==> src/hw/rtl/fsbc_pkg.sv <==
// Package for the size-budgeted FIFO cache: sizes, codes and shared types.
// Used by every module of the cache.
`timescale 1ns / 1ps
package fsbc_pkg;

  localparam int ENTRIES  = 16;
  localparam int PTR_W    = $clog2(ENTRIES);
  localparam int CNT_W    = $clog2(ENTRIES + 1);
  localparam int SLOT_W   = 4;
  localparam int IDENT_W  = 32;
  localparam int SIZE_W   = 24;
  localparam int HANDLE_W = 32;
  localparam int BUDGET_W = 28;
  localparam int TOTAL_W  = 29;

  localparam logic [BUDGET_W-1:0] BUDGET_RESET = 28'd1048576;

  typedef enum logic [1:0] {
    REQ_ADD    = 2'd0,
    REQ_LOOKUP = 2'd1,
    REQ_REMOVE = 2'd2
  } req_t;

  typedef enum logic [1:0] {
    KIND_FREED  = 2'd0,
    KIND_ADD    = 2'd1,
    KIND_LOOKUP = 2'd2,
    KIND_REMOVE = 2'd3
  } kind_t;

  typedef enum logic {
    ALU_ADD = 1'b0,
    ALU_SUB = 1'b1
  } alu_op_t;

  typedef enum logic [3:0] {
    S_IDLE,
    S_CHK,
    S_EV_ACT,
    S_WR_RD,
    S_WR_ACT,
    S_WR_ST,
    S_LK_ACT,
    S_RM_ACT,
    S_RM_DONE
  } state_t;

  typedef struct packed {
    logic [PTR_W-1:0]          raddr;
    logic                      we;
    logic [PTR_W-1:0]          waddr;
    logic [HANDLE_W-1:0]       w_handle;
    logic [SIZE_W-1:0]         w_size;
    logic signed [IDENT_W-1:0] w_ident;
    logic                      vclr;
    logic [PTR_W-1:0]          vclr_addr;
  } st_ctl_t;

  typedef struct packed {
    kind_t               kind;
    logic [SLOT_W-1:0]   slot;
    logic [HANDLE_W-1:0] handle;
    logic                hit;
    logic                last;
  } res_t;

  function automatic logic [PTR_W-1:0] ptr_inc(input logic [PTR_W-1:0] p);
    return (p == PTR_W'(ENTRIES - 1)) ? '0 : p + PTR_W'(1);
  endfunction

endpackage

==> src/hw/rtl/fifo_size_budget_cache_core.sv <==
// Size-budgeted FIFO cache, top level. One request at a time; in_ready is
// high only while idle. An add may take eviction steps first (at most ENTRIES
// steps), and each result waits until the result register accepts it.
// Each step of the sequencer uses the one shared size unit.
// Synchronous active-low reset clears all slots, pointers and the total and
// sets the budget to 1048576; slot contents are not cleared.
`timescale 1ns / 1ps
module fifo_size_budget_cache_core import fsbc_pkg::*; (
  input  logic                      clk,
  input  logic                      rst_n,
  input  logic                      cfg_wr_en,
  input  logic [BUDGET_W-1:0]       cfg_wr_data,
  input  logic                      in_valid,
  output logic                      in_ready,
  input  logic [1:0]                in_req_type,
  input  logic [SLOT_W-1:0]         in_slot_index,
  input  logic signed [IDENT_W-1:0] in_ident,
  input  logic [SIZE_W-1:0]         in_elem_size,
  input  logic [HANDLE_W-1:0]       in_data_handle,
  output logic                      out_valid,
  input  logic                      out_ready,
  output logic [1:0]                out_result_kind,
  output logic [SLOT_W-1:0]         out_slot,
  output logic [HANDLE_W-1:0]       out_handle_out,
  output logic                      out_hit,
  output logic                      out_last
);

  logic [BUDGET_W-1:0]       budget_r;
  alu_op_t                   alu_op;
  logic [TOTAL_W-1:0]        alu_a, alu_sum;
  logic [SIZE_W-1:0]         alu_b;
  logic                      alu_over;
  st_ctl_t                   st_ctl;
  logic [HANDLE_W-1:0]       rd_handle;
  logic [SIZE_W-1:0]         rd_size;
  logic signed [IDENT_W-1:0] rd_ident;
  logic [ENTRIES-1:0]        valid_vec;
  logic                      emit_valid, emit_ready;
  res_t                      emit_res, out_res;

  always_ff @(posedge clk) begin
    if (!rst_n) begin
      budget_r <= BUDGET_RESET;
    end else if (cfg_wr_en) begin
      budget_r <= cfg_wr_data;
    end
  end

  fsbc_seq u_seq (
    .clk            (clk),
    .rst_n          (rst_n),
    .in_valid       (in_valid),
    .in_ready       (in_ready),
    .in_req_type    (in_req_type),
    .in_slot_index  (in_slot_index),
    .in_ident       (in_ident),
    .in_elem_size   (in_elem_size),
    .in_data_handle (in_data_handle),
    .alu_op         (alu_op),
    .alu_a          (alu_a),
    .alu_b          (alu_b),
    .alu_sum        (alu_sum),
    .alu_over       (alu_over),
    .st_ctl         (st_ctl),
    .rd_handle      (rd_handle),
    .rd_size        (rd_size),
    .rd_ident       (rd_ident),
    .valid_vec      (valid_vec),
    .emit_valid     (emit_valid),
    .emit_res       (emit_res),
    .emit_ready     (emit_ready)
  );

  fsbc_alu u_alu (
    .op     (alu_op),
    .a      (alu_a),
    .b      (alu_b),
    .budget (budget_r),
    .sum    (alu_sum),
    .over   (alu_over)
  );

  fsbc_store u_store (
    .clk       (clk),
    .rst_n     (rst_n),
    .ctl       (st_ctl),
    .rd_handle (rd_handle),
    .rd_size   (rd_size),
    .rd_ident  (rd_ident),
    .valid_vec (valid_vec)
  );

  fsbc_out u_out (
    .clk        (clk),
    .rst_n      (rst_n),
    .emit_valid (emit_valid),
    .emit_res   (emit_res),
    .emit_ready (emit_ready),
    .out_valid  (out_valid),
    .out_ready  (out_ready),
    .out_res    (out_res)
  );

  assign out_result_kind = out_res.kind;
  assign out_slot        = out_res.slot;
  assign out_handle_out  = out_res.handle;
  assign out_hit         = out_res.hit;
  assign out_last        = out_res.last;

endmodule

==> src/hw/rtl/fsbc_store.sv <==
// Slot store: handle, size and identifier memories with registered read,
// plus per-slot valid flags. Depends on fsbc_pkg.
`timescale 1ns / 1ps
module fsbc_store import fsbc_pkg::*; (
  input  logic                      clk,
  input  logic                      rst_n,
  input  st_ctl_t                   ctl,
  output logic [HANDLE_W-1:0]       rd_handle,
  output logic [SIZE_W-1:0]         rd_size,
  output logic signed [IDENT_W-1:0] rd_ident,
  output logic [ENTRIES-1:0]        valid_vec
);

  logic [HANDLE_W-1:0]       mem_handle [ENTRIES];
  logic [SIZE_W-1:0]         mem_size   [ENTRIES];
  logic signed [IDENT_W-1:0] mem_ident  [ENTRIES];
  logic [ENTRIES-1:0]        valid_r;

  always_ff @(posedge clk) begin
    if (ctl.we) begin
      mem_handle[ctl.waddr] <= ctl.w_handle;
      mem_size[ctl.waddr]   <= ctl.w_size;
      mem_ident[ctl.waddr]  <= ctl.w_ident;
    end
    rd_handle <= mem_handle[ctl.raddr];
    rd_size   <= mem_size[ctl.raddr];
    rd_ident  <= mem_ident[ctl.raddr];
  end

  always_ff @(posedge clk) begin
    if (!rst_n) begin
      valid_r <= '0;
    end else if (ctl.we) begin
      valid_r[ctl.waddr] <= 1'b1;
    end else if (ctl.vclr) begin
      valid_r[ctl.vclr_addr] <= 1'b0;
    end
  end

  assign valid_vec = valid_r;

endmodule

==> src/hw/rtl/fsbc_alu.sv <==
// Shared size unit: adds or subtracts a block size on the running total and
// compares total plus size against the budget. Depends on fsbc_pkg.
`timescale 1ns / 1ps
module fsbc_alu import fsbc_pkg::*; (
  input  alu_op_t             op,
  input  logic [TOTAL_W-1:0]  a,
  input  logic [SIZE_W-1:0]   b,
  input  logic [BUDGET_W-1:0] budget,
  output logic [TOTAL_W-1:0]  sum,
  output logic                over
);

  logic [TOTAL_W:0] wide;

  always_comb begin
    unique case (op)
      ALU_ADD: wide = {1'b0, a} + (TOTAL_W + 1)'(b);
      ALU_SUB: wide = {1'b0, a} - (TOTAL_W + 1)'(b);
      default: wide = '0;
    endcase
  end

  assign sum  = wide[TOTAL_W-1:0];
  assign over = (op == ALU_ADD) && (wide > (TOTAL_W + 1)'(budget));

endmodule

==> src/hw/rtl/fsbc_seq.sv <==
// Request sequencer: pointers, running total and eviction walk, one step at
// a time over the shared size unit. Depends on fsbc_pkg.
`timescale 1ns / 1ps
module fsbc_seq import fsbc_pkg::*; (
  input  logic                      clk,
  input  logic                      rst_n,
  input  logic                      in_valid,
  output logic                      in_ready,
  input  logic [1:0]                in_req_type,
  input  logic [SLOT_W-1:0]         in_slot_index,
  input  logic signed [IDENT_W-1:0] in_ident,
  input  logic [SIZE_W-1:0]         in_elem_size,
  input  logic [HANDLE_W-1:0]       in_data_handle,
  output alu_op_t                   alu_op,
  output logic [TOTAL_W-1:0]        alu_a,
  output logic [SIZE_W-1:0]         alu_b,
  input  logic [TOTAL_W-1:0]        alu_sum,
  input  logic                      alu_over,
  output st_ctl_t                   st_ctl,
  input  logic [HANDLE_W-1:0]       rd_handle,
  input  logic [SIZE_W-1:0]         rd_size,
  input  logic signed [IDENT_W-1:0] rd_ident,
  input  logic [ENTRIES-1:0]        valid_vec,
  output logic                      emit_valid,
  output res_t                      emit_res,
  input  logic                      emit_ready
);

  state_t                    state_r, state_nxt;
  logic [PTR_W-1:0]          kill_r, add_r;
  logic [TOTAL_W-1:0]        total_r;
  logic [CNT_W-1:0]          steps_r;
  logic                      freed_r;
  logic [SLOT_W-1:0]         idx_r;
  logic signed [IDENT_W-1:0] ident_r;
  logic [SIZE_W-1:0]         size_r;
  logic [HANDLE_W-1:0]       handle_r;

  logic             go;
  logic             idx_ok;
  logic [PTR_W-1:0] idx_p;
  logic             kill_vld, add_vld, idx_vld;
  logic             lk_hit;

  assign idx_ok   = 32'(idx_r) < ENTRIES;
  assign idx_p    = PTR_W'(idx_r);
  assign kill_vld = valid_vec[kill_r];
  assign add_vld  = valid_vec[add_r];
  assign idx_vld  = idx_ok && valid_vec[idx_p];
  assign lk_hit   = idx_vld && (rd_ident == ident_r);

  // next state
  always_comb begin
    state_nxt = state_r;
    unique case (state_r)
      S_IDLE: begin
        if (in_valid) begin
          unique case (in_req_type)
            REQ_ADD:    state_nxt = S_CHK;
            REQ_LOOKUP: state_nxt = S_LK_ACT;
            REQ_REMOVE: state_nxt = S_RM_ACT;
            default:    state_nxt = S_IDLE;
          endcase
        end
      end
      S_CHK: begin
        state_nxt = (steps_r < CNT_W'(ENTRIES) && alu_over) ? S_EV_ACT : S_WR_RD;
      end
      S_EV_ACT:  if (go) state_nxt = S_CHK;
      S_WR_RD:   state_nxt = S_WR_ACT;
      S_WR_ACT:  if (go) state_nxt = S_WR_ST;
      S_WR_ST:   if (go) state_nxt = S_IDLE;
      S_LK_ACT:  if (go) state_nxt = S_IDLE;
      S_RM_ACT:  if (go) state_nxt = S_RM_DONE;
      S_RM_DONE: if (go) state_nxt = S_IDLE;
      default:   state_nxt = S_IDLE;
    endcase
  end

  // outputs
  always_comb begin
    in_ready           = 1'b0;
    go                 = 1'b0;
    alu_op             = ALU_ADD;
    alu_a              = total_r;
    alu_b              = size_r;
    st_ctl             = '0;
    st_ctl.waddr       = add_r;
    st_ctl.w_handle    = handle_r;
    st_ctl.w_size      = size_r;
    st_ctl.w_ident     = ident_r;
    st_ctl.raddr       = kill_r;
    emit_valid         = 1'b0;
    emit_res.kind      = KIND_FREED;
    emit_res.slot      = '0;
    emit_res.handle    = '0;
    emit_res.hit       = 1'b0;
    emit_res.last      = 1'b0;
    unique case (state_r)
      S_IDLE: begin
        in_ready     = 1'b1;
        st_ctl.raddr = PTR_W'(in_slot_index);
      end
      S_CHK: begin
        st_ctl.raddr = kill_r;
      end
      S_EV_ACT: begin
        alu_op          = ALU_SUB;
        alu_b           = rd_size;
        emit_valid      = kill_vld;
        emit_res.slot   = SLOT_W'(kill_r);
        emit_res.handle = rd_handle;
        go              = !kill_vld || emit_ready;
        st_ctl.vclr     = kill_vld && emit_ready;
        st_ctl.vclr_addr = kill_r;
      end
      S_WR_RD: begin
        st_ctl.raddr = add_r;
      end
      S_WR_ACT: begin
        st_ctl.raddr     = add_r;
        alu_op           = ALU_SUB;
        alu_b            = rd_size;
        emit_valid       = add_vld;
        emit_res.slot    = SLOT_W'(add_r);
        emit_res.handle  = rd_handle;
        go               = !add_vld || emit_ready;
        st_ctl.vclr      = add_vld && emit_ready;
        st_ctl.vclr_addr = add_r;
      end
      S_WR_ST: begin
        emit_valid    = 1'b1;
        emit_res.kind = KIND_ADD;
        emit_res.slot = SLOT_W'(add_r);
        emit_res.last = 1'b1;
        go            = emit_ready;
        st_ctl.we     = emit_ready;
      end
      S_LK_ACT: begin
        st_ctl.raddr    = idx_p;
        emit_valid      = 1'b1;
        emit_res.kind   = KIND_LOOKUP;
        emit_res.slot   = idx_r;
        emit_res.handle = lk_hit ? rd_handle : '0;
        emit_res.hit    = lk_hit;
        emit_res.last   = 1'b1;
        go              = emit_ready;
      end
      S_RM_ACT: begin
        st_ctl.raddr     = idx_p;
        alu_op           = ALU_SUB;
        alu_b            = rd_size;
        emit_valid       = idx_vld;
        emit_res.slot    = idx_r;
        emit_res.handle  = rd_handle;
        go               = !idx_vld || emit_ready;
        st_ctl.vclr      = idx_vld && emit_ready;
        st_ctl.vclr_addr = idx_p;
      end
      S_RM_DONE: begin
        emit_valid    = 1'b1;
        emit_res.kind = KIND_REMOVE;
        emit_res.slot = idx_r;
        emit_res.hit  = freed_r;
        emit_res.last = 1'b1;
        go            = emit_ready;
      end
      default: begin
        go = 1'b0;
      end
    endcase
  end

  always_ff @(posedge clk) begin
    if (!rst_n) begin
      state_r <= S_IDLE;
      kill_r  <= '0;
      add_r   <= '0;
      total_r <= '0;
      steps_r <= '0;
      freed_r <= 1'b0;
    end else begin
      state_r <= state_nxt;
      unique case (state_r)
        S_IDLE: begin
          steps_r <= '0;
          freed_r <= 1'b0;
        end
        S_EV_ACT: begin
          if (go) begin
            if (kill_vld) total_r <= alu_sum;
            kill_r  <= ptr_inc(kill_r);
            steps_r <= steps_r + CNT_W'(1);
          end
        end
        S_WR_ACT: begin
          if (go && add_vld) begin
            total_r <= alu_sum;
            kill_r  <= ptr_inc(kill_r);
          end
        end
        S_WR_ST: begin
          if (go) begin
            total_r <= alu_sum;
            add_r   <= ptr_inc(add_r);
          end
        end
        S_RM_ACT: begin
          if (go && idx_vld) begin
            total_r <= alu_sum;
            freed_r <= 1'b1;
          end
        end
        default: begin
          freed_r <= freed_r;
        end
      endcase
    end
  end

  // hold the request word
  always_ff @(posedge clk) begin
    if (state_r == S_IDLE && in_valid) begin
      idx_r    <= in_slot_index;
      ident_r  <= in_ident;
      size_r   <= in_elem_size;
      handle_r <= in_data_handle;
    end
  end

endmodule

==> src/hw/rtl/fsbc_out.sv <==
// Result register: holds one result word until the consumer takes it.
// Depends on fsbc_pkg.
`timescale 1ns / 1ps
module fsbc_out import fsbc_pkg::*; (
  input  logic clk,
  input  logic rst_n,
  input  logic emit_valid,
  input  res_t emit_res,
  output logic emit_ready,
  output logic out_valid,
  input  logic out_ready,
  output res_t out_res
);

  logic valid_r;
  res_t res_r;

  assign emit_ready = !valid_r || out_ready;
  assign out_valid  = valid_r;
  assign out_res    = res_r;

  always_ff @(posedge clk) begin
    if (!rst_n) begin
      valid_r <= 1'b0;
    end else if (emit_valid && emit_ready) begin
      valid_r <= 1'b1;
    end else if (out_ready) begin
      valid_r <= 1'b0;
    end
  end

  always_ff @(posedge clk) begin
    if (emit_valid && emit_ready) begin
      res_r <= emit_res;
    end
  end

endmodule

==> config.mk <==
export PLATFORM = sky130hd
export DESIGN_NAME = fifo_size_budget_cache_core
export DESIGN_NICKNAME = d
export VERILOG_FILES = /design/src/hw/rtl/fsbc_pkg.sv /design/src/hw/rtl/fifo_size_budget_cache_core.sv /design/src/hw/rtl/fsbc_store.sv /design/src/hw/rtl/fsbc_alu.sv /design/src/hw/rtl/fsbc_seq.sv /design/src/hw/rtl/fsbc_out.sv
export SDC_FILE = /design/constraint.sdc
export NUM_CORES = 2
export LEC_CHECK = 0
export BUFFER_PORTS_ARGS = -buffer_cell sky130_fd_sc_hd__buf_4
export CORE_AREA = 5 5 482 294
export CTS_CLUSTER_DIAMETER = 40
export DETAILED_ROUTE_END_ITERATION = 6
export DIE_AREA = 0 0 487 299
export PLACE_DENSITY = 0.67
export SLEW_MARGIN = 20
export SYNTH_ARGS = -nofsm -noshare
export SYNTH_HDL_FRONTEND = slang
export SYNTH_SLANG_ARGS = --single-unit
export TNS_END_PERCENT = 100
==> constraint.sdc <==
create_clock -name clk -period 11.6 [get_ports clk]
set_input_delay 2.32 -clock clk [delete_from_list [all_inputs] [get_ports clk]]
set_output_delay 2.32 -clock clk [all_outputs]
set_load 0.02 [all_outputs]
==> impl_metrics.json <==
{
  "clk_latency_ns": 0.77,
  "combPwrFrac": 0.348,
  "synth_cell_types": 78,
  "drc_errors": 2,
  "post_cts_buffers": 0,
  "synth_area_um2": 69100,
  "peakVddDrop_uv": 327,
  "cp_num_buf_inv": 2,
  "finalHoldViolations": 0,
  "switching_share": 0.374,
  "dieArea_um2": 146000,
  "setup_viol": 0,
  "hold_path.class": "reg -> reg",
  "routed-wl-met2_um": 75900,
  "start_util": 0.503,
  "grt_max_degree": 230,
  "pin_count": 169,
  "synth_fp_nets": 5195,
  "num_antenna_cells": 0,
  "crit_path_max_incr_delay_ns": 1.01,
  "netlist.area_leader.share": 0.669,
  "numCtsBuffers": 165,
  "start_kind": "flop",
  "relSlewSlack": 0.231,
  "crit_slowest_cell": "nor4b_2",
  "die_width_um": 487,
  "ys_async_sr_fraction": 0,
  "nets": 5260,
  "rsz0062_at_grt": "false",
  "p_total_mw": 20.6,
  "ys.flop_type": "edfxtp_1",
  "tns_ns": 0,
  "p_int_mw": 12.9,
  "drt-total-wl_um": 167000,
  "worst_pin_slew_ns": 1.15,
  "finalClockSkew_ns": 0.0265,
  "synth-edff-count": 1540,
  "critPathMostFrequentCell": "nand2_1",
  "antenna_found_initial": 3,
  "finish.utilization": 0.565,
  "finalCritPeriodShare": 0.756,
  "worstHoldStart": "u_seq.alu_a[5]",
  "r2r_cells": 30,
  "p_sw_mw": 7.68,
  "drive_above_1_share": 0.112,
  "crit_end": "u_seq.state_r[0]",
  "place.gp.congestion": 0.850,
  "clk_path_buf_depth": 3,
  "power_density_nw_per_um2": 265,
  "die_y_um": 299,
  "reg2reg_slack_ns": 2.83,
  "startpoint": "u_seq.state_r[1]",
  "grt_pass1_wl_um": 251000,
  "slew_violations": 0,
  "dp_hpwl_um": 84400,
  "cts_resized": 0,
  "via_count": 41700,
  "cts_tree": "built",
  "cts.sinks": 1720,
  "core_um2": 137000,
  "portBuffers": 168,
  "synth_seq_area_share": 0.721,
  "drtAntennaViolNets": 0,
  "top_layer": "met4",
  "synthCells": 5000,
  "cts_root_buf": "clkbuf_16",
  "fmax_ghz": 0.114,
  "crit_family": "simple AND/OR/NAND/NOR gates",
  "wire_per_inst_um": 23.7,
  "crit_fanout": 53,
  "fp-row-count": 106,
  "ys_top_cells_by_area": "edfxtp_1, dfxtp_1, a211oi_1",
  "m1WireLength_um": 76500,
  "ys.warnings.count": 0,
  "finalNonFillerCells": 7040,
  "cap_violations": 0,
  "synth_top_cell_by_area": "edfxtp_1",
  "ys_seq_elements": 1720,
  "synthToLayoutAreaGrowth_pct": 12.2,
  "p_leak_nw": 25.5,
  "failed_checks": "DRC",
  "clkPwrFrac": 0.259,
  "arrival_ns": 9.45,
  "period_needed_ns": 8.77,
  "worstSetupPathType": "reg -> reg",
  "firstDrtPassIters": 7,
  "overflow": 0,
  "dr_wl_met3_um": 11200,
  "dp.cells": 6734,
  "worst_r2r_endpoint": "u_seq.state_r[0]",
  "timing.rr.start": "u_seq.state_r[1]",
  "grt_usage": 0.224,
  "sequentialPowerShare": 0.392,
  "drt-vias-per-instance": 5.92,
  "critPathCaptureType": "flop",
  "required_ns": 12.28,
  "crit_cells": 30,
  "cts.clk_slew.worst_paths_ns": 0.06,
  "status": "finished with violations",
  "htree_levels": 4,
  "initialDrtViolationCount": 4436,
  "postCtsHoldBufs": 0,
  "grt_pass1_vias": 39500,
  "synth_area_per_cell_um2": 13.8
}
[routing by layer]
layer | vias to the layer above | track usage
met5 | - | 0
met4 | 0 | 0.0524
met3 | 225 | 0.0300
met2 | 1428 | 0.341
met1 | 20900 | 0.345
li1 | 19200 | -
[worst min-delay path by stage]
stage / cells after the start / slack, ns / endpoint
after global placement: 2 / 0.46 / u_seq.alu_a[5]
after detailed placement: 2 / 0.46 / u_seq.alu_a[5]
after global routing: 2 / 0.49 / u_seq.alu_a[6]
after floorplan: 2 / 0.45 / u_seq.alu_a[10]
after CTS: 2 / 0.47 / u_seq.alu_a[5]
final: 2 / 0.47 / u_seq.alu_a[5]
[cell usage after synthesis (all sizes together) (5+ instances only)]
master,count
a21o,11
xnor2,59
o21ai,47
a31oi,187
a21oi,235
inv,51
clkbuf,328
a21boi,24
nand2b,12
nand4,20
a211oi,448
o21bai,6
nor3,29
xor2,22
dfxtp,180
a22oi,5
a221oi,5
mux4,15
o21a,8
nand2,834
nor2b,39
a222oi,5
or4,8
mux2i,33
and2,392
ha,67
nor2,79
nand3,15
and3,7
a311oi,177
o211ai,7
o41ai,6
edfxtp,1540
nor3b,5
o221a,16
buf,16
nor4,6
nand3b,5
[power by group through the flow]
stage / Clock, mW / Sequential, mW / Combinational, mW
after floorplan: 0 / 7.93 / 5.32
after global placement: 0 / 8.17 / 7.07
final: 5.33 / 8.06 / 7.16
after detailed placement: 0 / 8.19 / 7.14
after global routing: 5.71 / 8.12 / 7.95
after CTS: 5.43 / 8.06 / 7.18
[flip-flops by register name (all words and copies together) (netlist names), 29 cells and up]
signal,flops
u_store.mem_handle,512
u_seq.alu_a,29
u_store.rd_ident,32
u_seq.ident_r,32
u_store.rd_handle,32
u_out.out_res,40
u_store.mem_ident,512
u_store.mem_size,384
u_seq.handle_r,32
[worst reg2reg max path: cells and delay by family, from the launching register on]
family	cells	cell delay, ns
AND/OR/NAND/NOR	15	4.23
adder cells (fa/ha/maj)	3	0.98
AO/OA/AOI/OAI	8	1.79
flip-flops	1	0.92
buffers and inverters	2	0.39
XOR/XNOR	2	0.41
[cell type report]
cell class                      instances  area, µm²
Clock buffer                          218       4600
Clock inverter                         88        781
Fill cell                           10800      59800
Inverter                               52        195
Multi-Input combinational cell       2884      17900
Sequential cell                      1720      49800
Tap cell                             1836       2300
Timing Repair Buffer                  242       1900
[placed cells by master, fill, tap and decap left out, types with 38 or more instances in the layout]
cell type  instances
edfxtp_1        1540
nand2_1          834
a211oi_1         448
and2_1           370
buf_4            235
a21oi_1          231
a31oi_1          187
dfxtp_1          180
a311oi_1         177
clkbuf_16        170
ha_1              67
nor2_1            66
xnor2_1           59
inv_1             51
o21ai_0           46
nor2b_1           38
[per-stage QoR]
stage          setup WS (ns)  instance area (µm²)  hold slack (ns)
2_1_floorplan           1.59                69100            0.445
3_3_place_gp            3.37                72200            0.457
3_5_place_dp            3.17                72200            0.465
4_1_cts                 3.12                77600            0.473
5_1_grt                 2.38                77600            0.489
6_report                2.83                77600            0.473
[cell families after synthesis]
family | share of synthesized area
xor+xnor | 0.0103
flops | 0.721
compound gates | 0.124
simple gates | 0.100
fa+ha+maj | 0.0124
mux | 0.00983
buf+inv | 0.0218
Note: power is estimated with default switching activity, not from simulation.
